## src/emat_pkg.sv

```systemverilog
`timescale 1ns / 1ps
// Package for the EMA trend and min/max tracker: beat types, per-channel state,
// register indexes, channel codes, trend codes and reset values. No dependencies.
package emat_pkg;

	localparam int KNOWN_CHANNELS = 3;
	localparam int DEFAULT_CHANNELS = 3;

	localparam int SAMPLE_W = 24;
	localparam int ALPHA_W = 17;
	localparam int BAND_W = 23;
	localparam int CFG_INDEX_W = 3;
	localparam int CFG_DATA_W = 23;

	// Q1.16 weight of one.
	localparam logic [ALPHA_W-1:0] ALPHA_ONE = 17'h10000;

	localparam logic [ALPHA_W-1:0] ALPHA_RESET = 17'd6554;
	localparam logic [BAND_W-1:0] BAND_TEMP_RESET = 23'd256;
	localparam logic [BAND_W-1:0] BAND_PRES_RESET = 23'd256;
	localparam logic [BAND_W-1:0] BAND_HUMI_RESET = 23'd512;

	localparam logic [1:0] CH_TEMP = 2'd0;
	localparam logic [1:0] CH_PRES = 2'd1;
	localparam logic [1:0] CH_HUMI = 2'd2;

	localparam logic [CFG_INDEX_W-1:0] REG_ALPHA_TEMP = 3'd0;
	localparam logic [CFG_INDEX_W-1:0] REG_ALPHA_PRES = 3'd1;
	localparam logic [CFG_INDEX_W-1:0] REG_ALPHA_HUMI = 3'd2;
	localparam logic [CFG_INDEX_W-1:0] REG_BAND_TEMP = 3'd3;
	localparam logic [CFG_INDEX_W-1:0] REG_BAND_PRES = 3'd4;
	localparam logic [CFG_INDEX_W-1:0] REG_BAND_HUMI = 3'd5;

	typedef enum logic [1:0] {
		TREND_NONE = 2'd0,
		TREND_RISE = 2'd1,
		TREND_FALL = 2'd2
	} trend_t;

	typedef struct packed {
		logic [1:0]                 channel;
		logic signed [SAMPLE_W-1:0] sample;
	} in_beat_t;

	typedef struct packed {
		logic [1:0]                 out_channel;
		logic [1:0]                 trend;
		logic signed [SAMPLE_W-1:0] smoothed;
		logic signed [SAMPLE_W-1:0] session_min;
		logic signed [SAMPLE_W-1:0] session_max;
	} out_beat_t;

	typedef struct packed {
		logic signed [SAMPLE_W-1:0] average;
		logic signed [SAMPLE_W-1:0] reference;
		logic signed [SAMPLE_W-1:0] lowest;
		logic signed [SAMPLE_W-1:0] highest;
	} chan_state_t;

endpackage

```

## src/emat_update.sv

```systemverilog
`timescale 1ns / 1ps
// Combinational update of one channel's state for one sample: min/max, EMA step
// and trend decision. Depends on emat_pkg.
module emat_update
	import emat_pkg::*;
(
	input  logic                      seen,
	input  chan_state_t               cur,
	input  logic signed [SAMPLE_W-1:0] sample,
	input  logic [ALPHA_W-1:0]        alpha,
	input  logic [BAND_W-1:0]         band,
	output chan_state_t               nxt,
	output trend_t                    trend
);

	logic [ALPHA_W-1:0]         alpha_c;
	logic signed [SAMPLE_W:0]   delta;
	logic signed [SAMPLE_W+18:0] prod;
	logic signed [SAMPLE_W:0]   step;
	logic signed [SAMPLE_W+1:0] sum;
	logic signed [SAMPLE_W-1:0] avg_new;
	logic signed [SAMPLE_W:0]   tdiff;
	logic signed [SAMPLE_W:0]   band_s;

	always_comb begin
		// Weights above one behave as one.
		alpha_c = (alpha > ALPHA_ONE) ? ALPHA_ONE : alpha;
		delta = {sample[SAMPLE_W-1], sample} - {cur.average[SAMPLE_W-1], cur.average};
		prod = delta * $signed({2'b00, alpha_c});
		// Arithmetic shift by 16 rounds toward minus infinity; the step never
		// exceeds the delta in magnitude, so 25 bits hold it.
		step = prod[SAMPLE_W+16:16];
		sum = {{1{cur.average[SAMPLE_W-1]}}, cur.average[SAMPLE_W-1], cur.average}
			+ {step[SAMPLE_W], step};
		avg_new = sum[SAMPLE_W-1:0];
		tdiff = {avg_new[SAMPLE_W-1], avg_new} - {cur.reference[SAMPLE_W-1], cur.reference};
		band_s = $signed({2'b00, band});

		nxt = cur;
		trend = TREND_NONE;
		if (!seen) begin
			nxt.average = sample;
			nxt.reference = sample;
			nxt.lowest = sample;
			nxt.highest = sample;
		end else begin
			if (sample < cur.lowest) begin
				nxt.lowest = sample;
			end
			if (sample > cur.highest) begin
				nxt.highest = sample;
			end
			nxt.average = avg_new;
			if (tdiff >= band_s) begin
				trend = TREND_RISE;
			end else if (tdiff <= -band_s) begin
				trend = TREND_FALL;
			end else begin
				nxt.reference = avg_new;
			end
		end
	end

endmodule

```

## src/ema_trend_minmax_tracker.sv

```systemverilog
`timescale 1ns / 1ps
// Top level of the EMA trend and min/max tracker: input register, per-channel
// state, configuration registers and result register. Depends on emat_pkg, emat_update.

// Each input beat carries a channel (0 temperature, 1 pressure, 2 humidity) and a
// signed sample in 1/256 units. The block keeps, per channel, the session minimum
// and maximum, an exponential moving average updated as avg + ((alpha*(x-avg)) >>> 16)
// and a reference value; it returns one result beat per sample with the average,
// the minimum, the maximum and a trend of none, rising or falling. The first sample
// of a channel seeds all of its state and reports no trend. A beat whose channel is
// at or beyond CHANNELS, or names no known sensor, is swallowed without a result and
// changes nothing. The block sustains one sample per clock cycle while the output is not
// stalled: a beat is held in an input register, the single 25 by 19 bit multiply and
// the compares that follow it are combinational, and the result lands in the output
// register when the beat moves on from the input register. The state of a channel is
// written back together with the result, so a sample directly following one on the
// same channel sees the updated values. A new beat is taken while a finished result
// still waits at the output. Configuration is by a plain write port (alphas at
// indexes 0 to 2, bands at 3 to 5) and is meant to be written only while the block
// is idle.
module ema_trend_minmax_tracker
	import emat_pkg::*;
#(
	parameter int CHANNELS = DEFAULT_CHANNELS
) (
	input  logic                   clk,
	input  logic                   arst_n,

	input  logic                   in_valid,
	output logic                   in_stall,
	input  in_beat_t               in_data,

	output logic                   out_valid,
	input  logic                   out_stall,
	output out_beat_t              out_data,

	input  logic                   cfg_write,
	input  logic [CFG_INDEX_W-1:0] cfg_index,
	input  logic [CFG_DATA_W-1:0]  cfg_data
);

	// Channels that both exist in storage and have configuration registers.
	localparam int LIVE_CHANNELS = (CHANNELS < KNOWN_CHANNELS) ? CHANNELS : KNOWN_CHANNELS;

	logic [ALPHA_W-1:0] alpha_q [KNOWN_CHANNELS];
	logic [BAND_W-1:0]  band_q [KNOWN_CHANNELS];

	logic        seen_q [CHANNELS];
	chan_state_t state_q [CHANNELS];

	logic      valid_s1;
	in_beat_t  beat_s1;
	logic      out_valid_q;
	out_beat_t out_q;

	logic               ch_ok;
	logic               advance;
	logic               take_in;
	logic               cur_seen;
	chan_state_t        cur_state;
	chan_state_t        nxt_state;
	trend_t             nxt_trend;
	logic [ALPHA_W-1:0] cur_alpha;
	logic [BAND_W-1:0]  cur_band;

	// Configuration registers.
	always_ff @(posedge clk or negedge arst_n) begin
		if (!arst_n) begin
			alpha_q[0] <= ALPHA_RESET;
			alpha_q[1] <= ALPHA_RESET;
			alpha_q[2] <= ALPHA_RESET;
			band_q[0] <= BAND_TEMP_RESET;
			band_q[1] <= BAND_PRES_RESET;
			band_q[2] <= BAND_HUMI_RESET;
		end else if (cfg_write) begin
			case (cfg_index)
				REG_ALPHA_TEMP: alpha_q[0] <= cfg_data[ALPHA_W-1:0];
				REG_ALPHA_PRES: alpha_q[1] <= cfg_data[ALPHA_W-1:0];
				REG_ALPHA_HUMI: alpha_q[2] <= cfg_data[ALPHA_W-1:0];
				REG_BAND_TEMP:  band_q[0] <= cfg_data[BAND_W-1:0];
				REG_BAND_PRES:  band_q[1] <= cfg_data[BAND_W-1:0];
				REG_BAND_HUMI:  band_q[2] <= cfg_data[BAND_W-1:0];
				default: ;
			endcase
		end
	end

	// A beat in the input register moves on when its result has room, or at once
	// when its channel is not served.
	always_comb begin
		ch_ok = (32'(beat_s1.channel) < LIVE_CHANNELS);
		advance = valid_s1 && (!ch_ok || !out_valid_q || !out_stall);
		in_stall = valid_s1 && !advance;
		take_in = in_valid && !in_stall;
	end

	always_ff @(posedge clk or negedge arst_n) begin
		if (!arst_n) begin
			valid_s1 <= 1'b0;
		end else if (take_in) begin
			valid_s1 <= 1'b1;
		end else if (advance) begin
			valid_s1 <= 1'b0;
		end
	end

	always_ff @(posedge clk) begin
		if (take_in) begin
			beat_s1 <= in_data;
		end
	end

	// Pick the addressed channel's state and settings.
	always_comb begin
		cur_seen = 1'b0;
		cur_state = '0;
		for (int i = 0; i < CHANNELS; i++) begin
			if (32'(beat_s1.channel) == i) begin
				cur_seen = seen_q[i];
				cur_state = state_q[i];
			end
		end
		case (beat_s1.channel)
			CH_TEMP: begin
				cur_alpha = alpha_q[0];
				cur_band = band_q[0];
			end
			CH_PRES: begin
				cur_alpha = alpha_q[1];
				cur_band = band_q[1];
			end
			CH_HUMI: begin
				cur_alpha = alpha_q[2];
				cur_band = band_q[2];
			end
			default: begin
				cur_alpha = ALPHA_RESET;
				cur_band = BAND_TEMP_RESET;
			end
		endcase
	end

	emat_update u_update (
		.seen   (cur_seen),
		.cur    (cur_state),
		.sample (beat_s1.sample),
		.alpha  (cur_alpha),
		.band   (cur_band),
		.nxt    (nxt_state),
		.trend  (nxt_trend)
	);

	// Channel state is written back as the result is registered.
	always_ff @(posedge clk or negedge arst_n) begin
		if (!arst_n) begin
			for (int i = 0; i < CHANNELS; i++) begin
				seen_q[i] <= 1'b0;
				state_q[i] <= '0;
			end
		end else if (advance && ch_ok) begin
			for (int i = 0; i < CHANNELS; i++) begin
				if (32'(beat_s1.channel) == i) begin
					seen_q[i] <= 1'b1;
					state_q[i] <= nxt_state;
				end
			end
		end
	end

	// Result register.
	always_ff @(posedge clk or negedge arst_n) begin
		if (!arst_n) begin
			out_valid_q <= 1'b0;
		end else if (advance && ch_ok) begin
			out_valid_q <= 1'b1;
		end else if (!out_stall) begin
			out_valid_q <= 1'b0;
		end
	end

	always_ff @(posedge clk) begin
		if (advance && ch_ok) begin
			out_q.out_channel <= beat_s1.channel;
			out_q.trend <= nxt_trend;
			out_q.smoothed <= nxt_state.average;
			out_q.session_min <= nxt_state.lowest;
			out_q.session_max <= nxt_state.highest;
		end
	end

	assign out_valid = out_valid_q;
	assign out_data = out_q;

	// The input side is only held back while a beat waits in the input register.
	assert property (@(posedge clk) disable iff (!arst_n) in_stall |-> valid_s1)
		else $error("input stalled with an empty input register");

	// Results only ever come from served channels.
	assert property (@(posedge clk) disable iff (!arst_n)
		out_valid |-> (32'(out_data.out_channel) < LIVE_CHANNELS))
		else $error("result for a channel that is not served");

	// The average always lies between the session minimum and maximum.
	assert property (@(posedge clk) disable iff (!arst_n)
		out_valid |-> (out_data.session_min <= out_data.smoothed)
			&& (out_data.smoothed <= out_data.session_max))
		else $error("average outside the session range");

	// Only the three trend codes appear.
	assert property (@(posedge clk) disable iff (!arst_n)
		out_valid |-> (out_data.trend == TREND_NONE) || (out_data.trend == TREND_RISE)
			|| (out_data.trend == TREND_FALL))
		else $error("trend code without meaning");

	// A beat of a served channel that moves on shows up as a result at the next edge.
	assert property (@(posedge clk) disable iff (!arst_n) (advance && ch_ok) |=> out_valid)
		else $error("result lost on the way to the output register");

endmodule
```

## config.mk

```make
export PLATFORM = sky130hd
export DESIGN_NAME = ema_trend_minmax_tracker
export DESIGN_NICKNAME = d
export VERILOG_FILES = /design/src/emat_pkg.sv /design/src/emat_update.sv /design/src/ema_trend_minmax_tracker.sv
export SDC_FILE = /design/constraint.sdc
export NUM_CORES = 2
export LEC_CHECK = 0
export BUFFER_PORTS_ARGS = -buffer_cell sky130_fd_sc_hd__buf_2
export CAP_MARGIN = 20
export CORE_ASPECT_RATIO = 0.9
export CORE_MARGIN = 1
export CORE_UTILIZATION = 55
export DETAILED_ROUTE_END_ITERATION = 8
export GPL_TIMING_DRIVEN = 0
export HOLD_SLACK_MARGIN = 0.02
export MAX_ROUTING_LAYER = met4
export PLACE_DENSITY = 0.75
export SETUP_SLACK_MARGIN = 0.1
export SLEW_MARGIN = 10
export SYNTH_ARGS = -nofsm -noshare
export SYNTH_HDL_FRONTEND = slang
export SYNTH_SLANG_ARGS = --single-unit
```

## constraint.sdc

```tcl
create_clock -name clk -period 37.1 [get_ports clk]
set_input_delay 9.275 -clock clk [delete_from_list [all_inputs] [get_ports clk]]
set_output_delay 9.275 -clock clk [all_outputs]
set_load 0.02 [all_outputs]
```

---- Word level (Yosys, flattened, before mapping) ----
Index checks and enable logic that the tools add are counted.
cells by class
  bitwise operators ....................... 1
  reduce and logical (&&, ||, !) cells .... 24
  eq/ne operators ......................... 8
  add/sub/neg operators ................... 4
  order comparisons ....................... 6
  multiply operators ...................... 1
  multiplexer cells ....................... 20
operators by type and width
  operator                                       count
  2-to-1 mux 96 bit                              4
  2-to-1 mux 24 bit                              4
  case mux 23 bit (3 select lines)               1
  case mux 17 bit (3 select lines)               1
  subtractor 24 x 24 -> 25 bit                   2
  multiplier 25 x 18 -> 40 bit                   1
  greater-or-equal comparator 25 x 24 -> 1 bit   1
  <= comparator 25 bit                           1
  negation 23 -> 25 bit                          1
  adder 24 bit                                   1
  > comparator 24 bit                            1
  < comparator 24 bit                            1
  AND reduction 2 bit                            9
  > comparator 17 bit, second input constant     1
  2-to-1 mux 17 bit                              1
  2-to-1 mux 1 bit                               8
  == test 3 x 2 -> 1 bit, second input constant  2
  == test 3 bit, second input constant           2
  zero test 1 bit                                5
  logical AND 1 bit                              4
  == test 3 x 1 -> 1 bit, second input constant  1
  zero test 3 bit                                1
  == test 2 x 1 -> 1 bit, second input constant  1
  == test 2 bit, second input constant           1
  other kinds (8)                                9
word-level totals
  input bits .............................. 57
  word-level logic and storage cells ...... 95
  bits in registers ....................... 515
  output and inout bits ................... 78

---- Depth between registers and ports, before layout ----
  word-level depth ........................ 12
  mapped depth ............................ 83
  gate-level depth less buffers ........... 72

---- Cells and area by module ----
A second synthesis with hierarchy kept.
unflattened totals
  cell total of the unflattened synthesis .. 4155
  area, all modules ....................... 43078.8 um^2
by module, submodules not included
  module                    cells an instance  times used  area each (um^2)  sequential area each (um^2)
  emat_update               2714               1           21780.9           0.0
  ema_trend_minmax_tracker  1441               1           21297.9           13427.9

---- Least setup slack after synthesis ----
No wires, ideal clock.
  kind .................................... input-to-output
  start ................................... input out_stall
  end ..................................... output in_stall
  cell stages on the path ................. 2
  path slack .............................. 18.133 ns
  buffers on the path ..................... 0
  arrival time ............................ 9.692 ns
  data required time ...................... 27.825 ns
  cell sequence ........................... nand2_1 -> nor2_1
on the way
  longest elaborated chain between the ends .. 5
ends and longest elaborated chain
  element            line                            text
  from (decl)        ema_trend_minmax_tracker.sv:34  input logic out_stall,
  zero test 1 bit    --
  logical OR 1 bit   ema_trend_minmax_tracker.sv:92  advance = valid_s1 && (!ch_ok || !out_valid_q || !out_stall);
  logical AND 1 bit  ema_trend_minmax_tracker.sv:92
  zero test 1 bit    ema_trend_minmax_tracker.sv:93  in_stall = valid_s1 && !advance;
  logical AND 1 bit  ema_trend_minmax_tracker.sv:93
  to (decl)          ema_trend_minmax_tracker.sv:30  output logic in_stall,
Every way passes these cells.

---- Worst setup path after layout ----
  start ................................... register beat_s1[24] (netlist bit)
  end ..................................... register state_q[262] (netlist bit)
on the way
  longest elaborated chain between the ends .. 12
  elaborated cells between the ends (all ways) .. 30
  those cells by class .................... 4 x add/sub; 1 x mul; 4 x order compare; 2 x eq/ne; 12 x mux; 7 x reduce/logical
ends and longest elaborated chain
  element                          line                                                                                               text
  from (decl)                      ema_trend_minmax_tracker.sv:52                                                                     in_beat_t beat_s1;
  from (signal assigned)           ema_trend_minmax_tracker.sv:109                                                                    beat_s1 <= in_data;
  zero test 2 bit                  ema_trend_minmax_tracker.sv:118, ema_trend_minmax_tracker.sv:123, ema_trend_minmax_tracker.sv:162
  2-to-1 mux 96 bit (3 in a row)   ema_trend_minmax_tracker.sv:118                                                                    if (32'(beat_s1.channel) == i) begin
  subtractor 24 x 24 -> 25 bit     emat_update.sv:28                                                                                  delta = {sample[SAMPLE_W-1], sample} - {cur.average[SAMPLE_W-1], cur.average};
  multiplier 25 x 18 -> 40 bit     emat_update.sv:29                                                                                  prod = delta * $signed({2'b00, alpha_c});
  adder 24 bit                     emat_update.sv:34                                                                                  + {step[SAMPLE_W], step};
  subtractor 24 x 24 -> 25 bit     emat_update.sv:36                                                                                  tdiff = {avg_new[SAMPLE_W-1], avg_new} - {cur.reference[SAMPLE_W-1], cur.reference};
  <= comparator 25 bit             emat_update.sv:56                                                                                  end else if (tdiff <= -band_s) begin
  2-to-1 mux 24 bit                emat_update.sv:56
  2-to-1 mux 24 bit                emat_update.sv:54                                                                                  if (tdiff >= band_s) begin
  2-to-1 mux 96 bit                emat_update.sv:41                                                                                  if (!seen) begin
  to (signal, indexed assignment)  ema_trend_minmax_tracker.sv:164                                                                    state_q[i] <= nxt_state;
  to (decl)                        ema_trend_minmax_tracker.sv:49                                                                     chan_state_t state_q [CHANNELS];
Parallel ways exist; a longest one is shown, timed or not.
A chain may end at the register's enable or synchronous reset.

==> flow_summary_export.csv <==
group,metric,value,unit
global_routing,grt_max_degree,100,
yosys,synth.top_cell.area_share,0.229,
yosys,synth_seq_cells,515,
yosys,synth-edff-count,102,
routing,vias_per_cell,5.96,
global_routing,antenna_found_initial,5,
global_routing,grt_pass1_wl,201000,um
layout,area_delta_synth_final,8.94,%
routing,drc,0,
timing,setup_tns,0,ns
global_routing,gr-usage-all-layers,0.350,
timing,worstMarginPinSlew,1.20,ns
timing,rsz0062_at_grt,"no",
yosys,syn-num-nets,5201,
cts,clockBufferDepth,3,
timing,fmax,41.2,MHz
routing,routed_wirelength,131000,um
floorplan,pin_count,135,
yosys,ys_seq_area_frac,0.316,
yosys,synthDominantAreaCellType,"dfrtp_1",
critical_path,cp.arrival,24.84,ns
cts,cts_tree,"built",
routing,dr.pass1.iters,8,
cts,postCtsHoldBufs,0,
routing,drtIter0Drc,3507,
critical_path,crit_slowest_cell,"buf_1",
placed_design,dp_hpwl,104000,um
cts,post_cts_buffers,0,
timing,whs,0.474,ns
global_routing,gr-usage-met1,0.457,
routing,num_vias,34300,
timing,final.period_utilization,0.655,
layout,fillers,6551,
placed_design,routabilityCongestion,0.987,
critical_path,required,37.64,ns
timing,fin_ws,12.80,ns
yosys,synth_area,42500,sq um
critical_path,crit_type,"flip-flop to flip-flop",
global_routing,grt_pass1_vias,34200,
routing,wl_per_cell,22.8,um
yosys,synth_cells,4491,
timing,slew_violations,0,
timing,hold_viol_final,0,
yosys,syn_area_per_cell,9.47,sq um
floorplan,start_util,0.557,
yosys,synth_cell_type_count,83,
yosys,synthFlopType,"dfrtp_1",
yosys,synthTopCellsByArea,"dfrtp_1 (23%), fa_1 (19%), ha_1 (7.5%)",
layout,drive_above_1_share,0.102,
floorplan,die_area,78500,sq um
placed_design,place.port_buffers,132,
timing,clock_skew,0.0264,ns
yosys,synth_most_common_cell,"inv_1",
run,drv_cap,0,
critical_path,rr_worst_depth,78,
placed_design,place_worst_setup_slack,13.70,ns
outcome,status,"finished clean",
cts,clock-sinks,515,
hold_path,hold_depth,2,
critical_path,path_max_fanout,10,
cts,clk_latency,0.62,ns
timing,finalSetupViolCount,0,
critical_path,rrSetupSlack,12.80,ns
timing,maxSlewHeadroom,0.193,
placed_design,dp_cells,5660,
global_routing,grt_busiest_layer,"met2",
yosys,yosysWarnings,0,
floorplan,die_h,266,um
timing,period_needed,24.30,ns
cts,cts-resized-gates,0,
global_routing,grt.met2_usage,0.527,
floorplan,core-area,76400,sq um
yosys,synthArstFlopShare,0.802,
global_routing,grt_remaining_overflow,0,
cts,clkTransAtPathRegs,0.07,ns
layout,fin_nets,5395,
cts,h-tree-depth,2,
hold_path,holdCritPathClass,"flip-flop to flip-flop",
routing,antenna_left,0,
critical_path,end_kind,"flip-flop",
layout,fin_cells,5758,
cts,root_buffer,"clkbuf_16",
global_routing,grtUsageMet3,0.0754,
cts,cts_buffers,49,
yosys,synth_common_cells,"inv_1 (629), nor2_1 (533), nand2_1 (485)",
critical_path,start_kind,"flip-flop",
critical_path,cpPeakStageDelay,0.82,ns
floorplan,num_rows,96,
floorplan,die_width,295,um
-- final cells by class --
type	instances	area [sq um]	area share
Buffer	201	774	0.0167
Tap cell	1029	1290	0.0278
Multi-Input combinational cell	3146	26000	0.561
Antenna cell	4	10.0	0.000216
Clock inverter	16	171	0.00370
Inverter	629	2360	0.0510
Timing Repair Buffer	143	875	0.0189
Clock buffer	75	1440	0.0312
Sequential cell	515	13400	0.290
-- path summary, 6_finish.rpt --
check / endpoint / from
worst max-delay path: state_q[262] / beat_s1[24]
worst min-delay path: state_q[268] / state_q[268]
worst max register to register: state_q[262] / beat_s1[24]
worst min register to register: state_q[268] / state_q[268]
max in group asynchronous: alpha_q[18] / arst_n
min in group asynchronous: state_q[208] / arst_n
-- metrics by stage --
step,util,area (sq um)
finish,0.607,46300
detailed placement,0.585,44700
global route,0.607,46300
floorplan,-,42500
CTS,0.606,46300
global placement,0.582,44500
-- cells in the final DEF, fill, tap and decap left out, drive strengths merged, types with 22 or more instances in the layout --
cell and instances:
fa 397, a21o 47, o221a 35, xor2 38, nand4 24, ha 256
clkbuf 233, nand2 485, xnor2 91, nor3 30, nor2b 32, nor2 533
nand2b 58, buf 186, a21oi 201, mux2 176, inv 631, dfstp 24
a221o 22, o21ai 296, edfxtp 102, o21a 51, nand3 33, mux2i 156
dfrtp 389
-- metal layers --
metal / part of all wire / routed length, um
met5: 0 / 0
met4: 0.052 / 6790
met3: 0.10 / 13400
met2: 0.45 / 58700
met1: 0.40 / 52400
-- worst max-delay path, delay by kind of cell (launching register included) --
| family | cells | cell delay [ns] |
|---|---|---|
| compound gates | 29 | 7.91 |
| xor+xnor | 2 | 0.93 |
| fa+ha+maj | 11 | 4.72 |
| buf+inv | 13 | 6.07 |
| flops | 1 | 0.54 |
| mux | 3 | 0.82 |
| simple gates | 20 | 3.14 |
-- cells by family after synthesis --
kind of cell / count (synthesis) / synth area share
simple gates: 1267 / 0.125
fa+ha+maj: 654 / 0.262
xor+xnor: 130 / 0.0273
mux: 332 / 0.0833
buf+inv: 830 / 0.0737
compound gates: 763 / 0.112
flops: 515 / 0.316
-- flip-flops by register name (all words and copies together) (netlist names) --
signal     flops
out_data      76
out_valid      1
valid_s1       1
state_q      288
seen_q         3
band_q        69
alpha_q       51
beat_s1       26
Power is not shown: default switching activity piles up to over one toggle a cycle in this logic, so the estimate is an artifact.
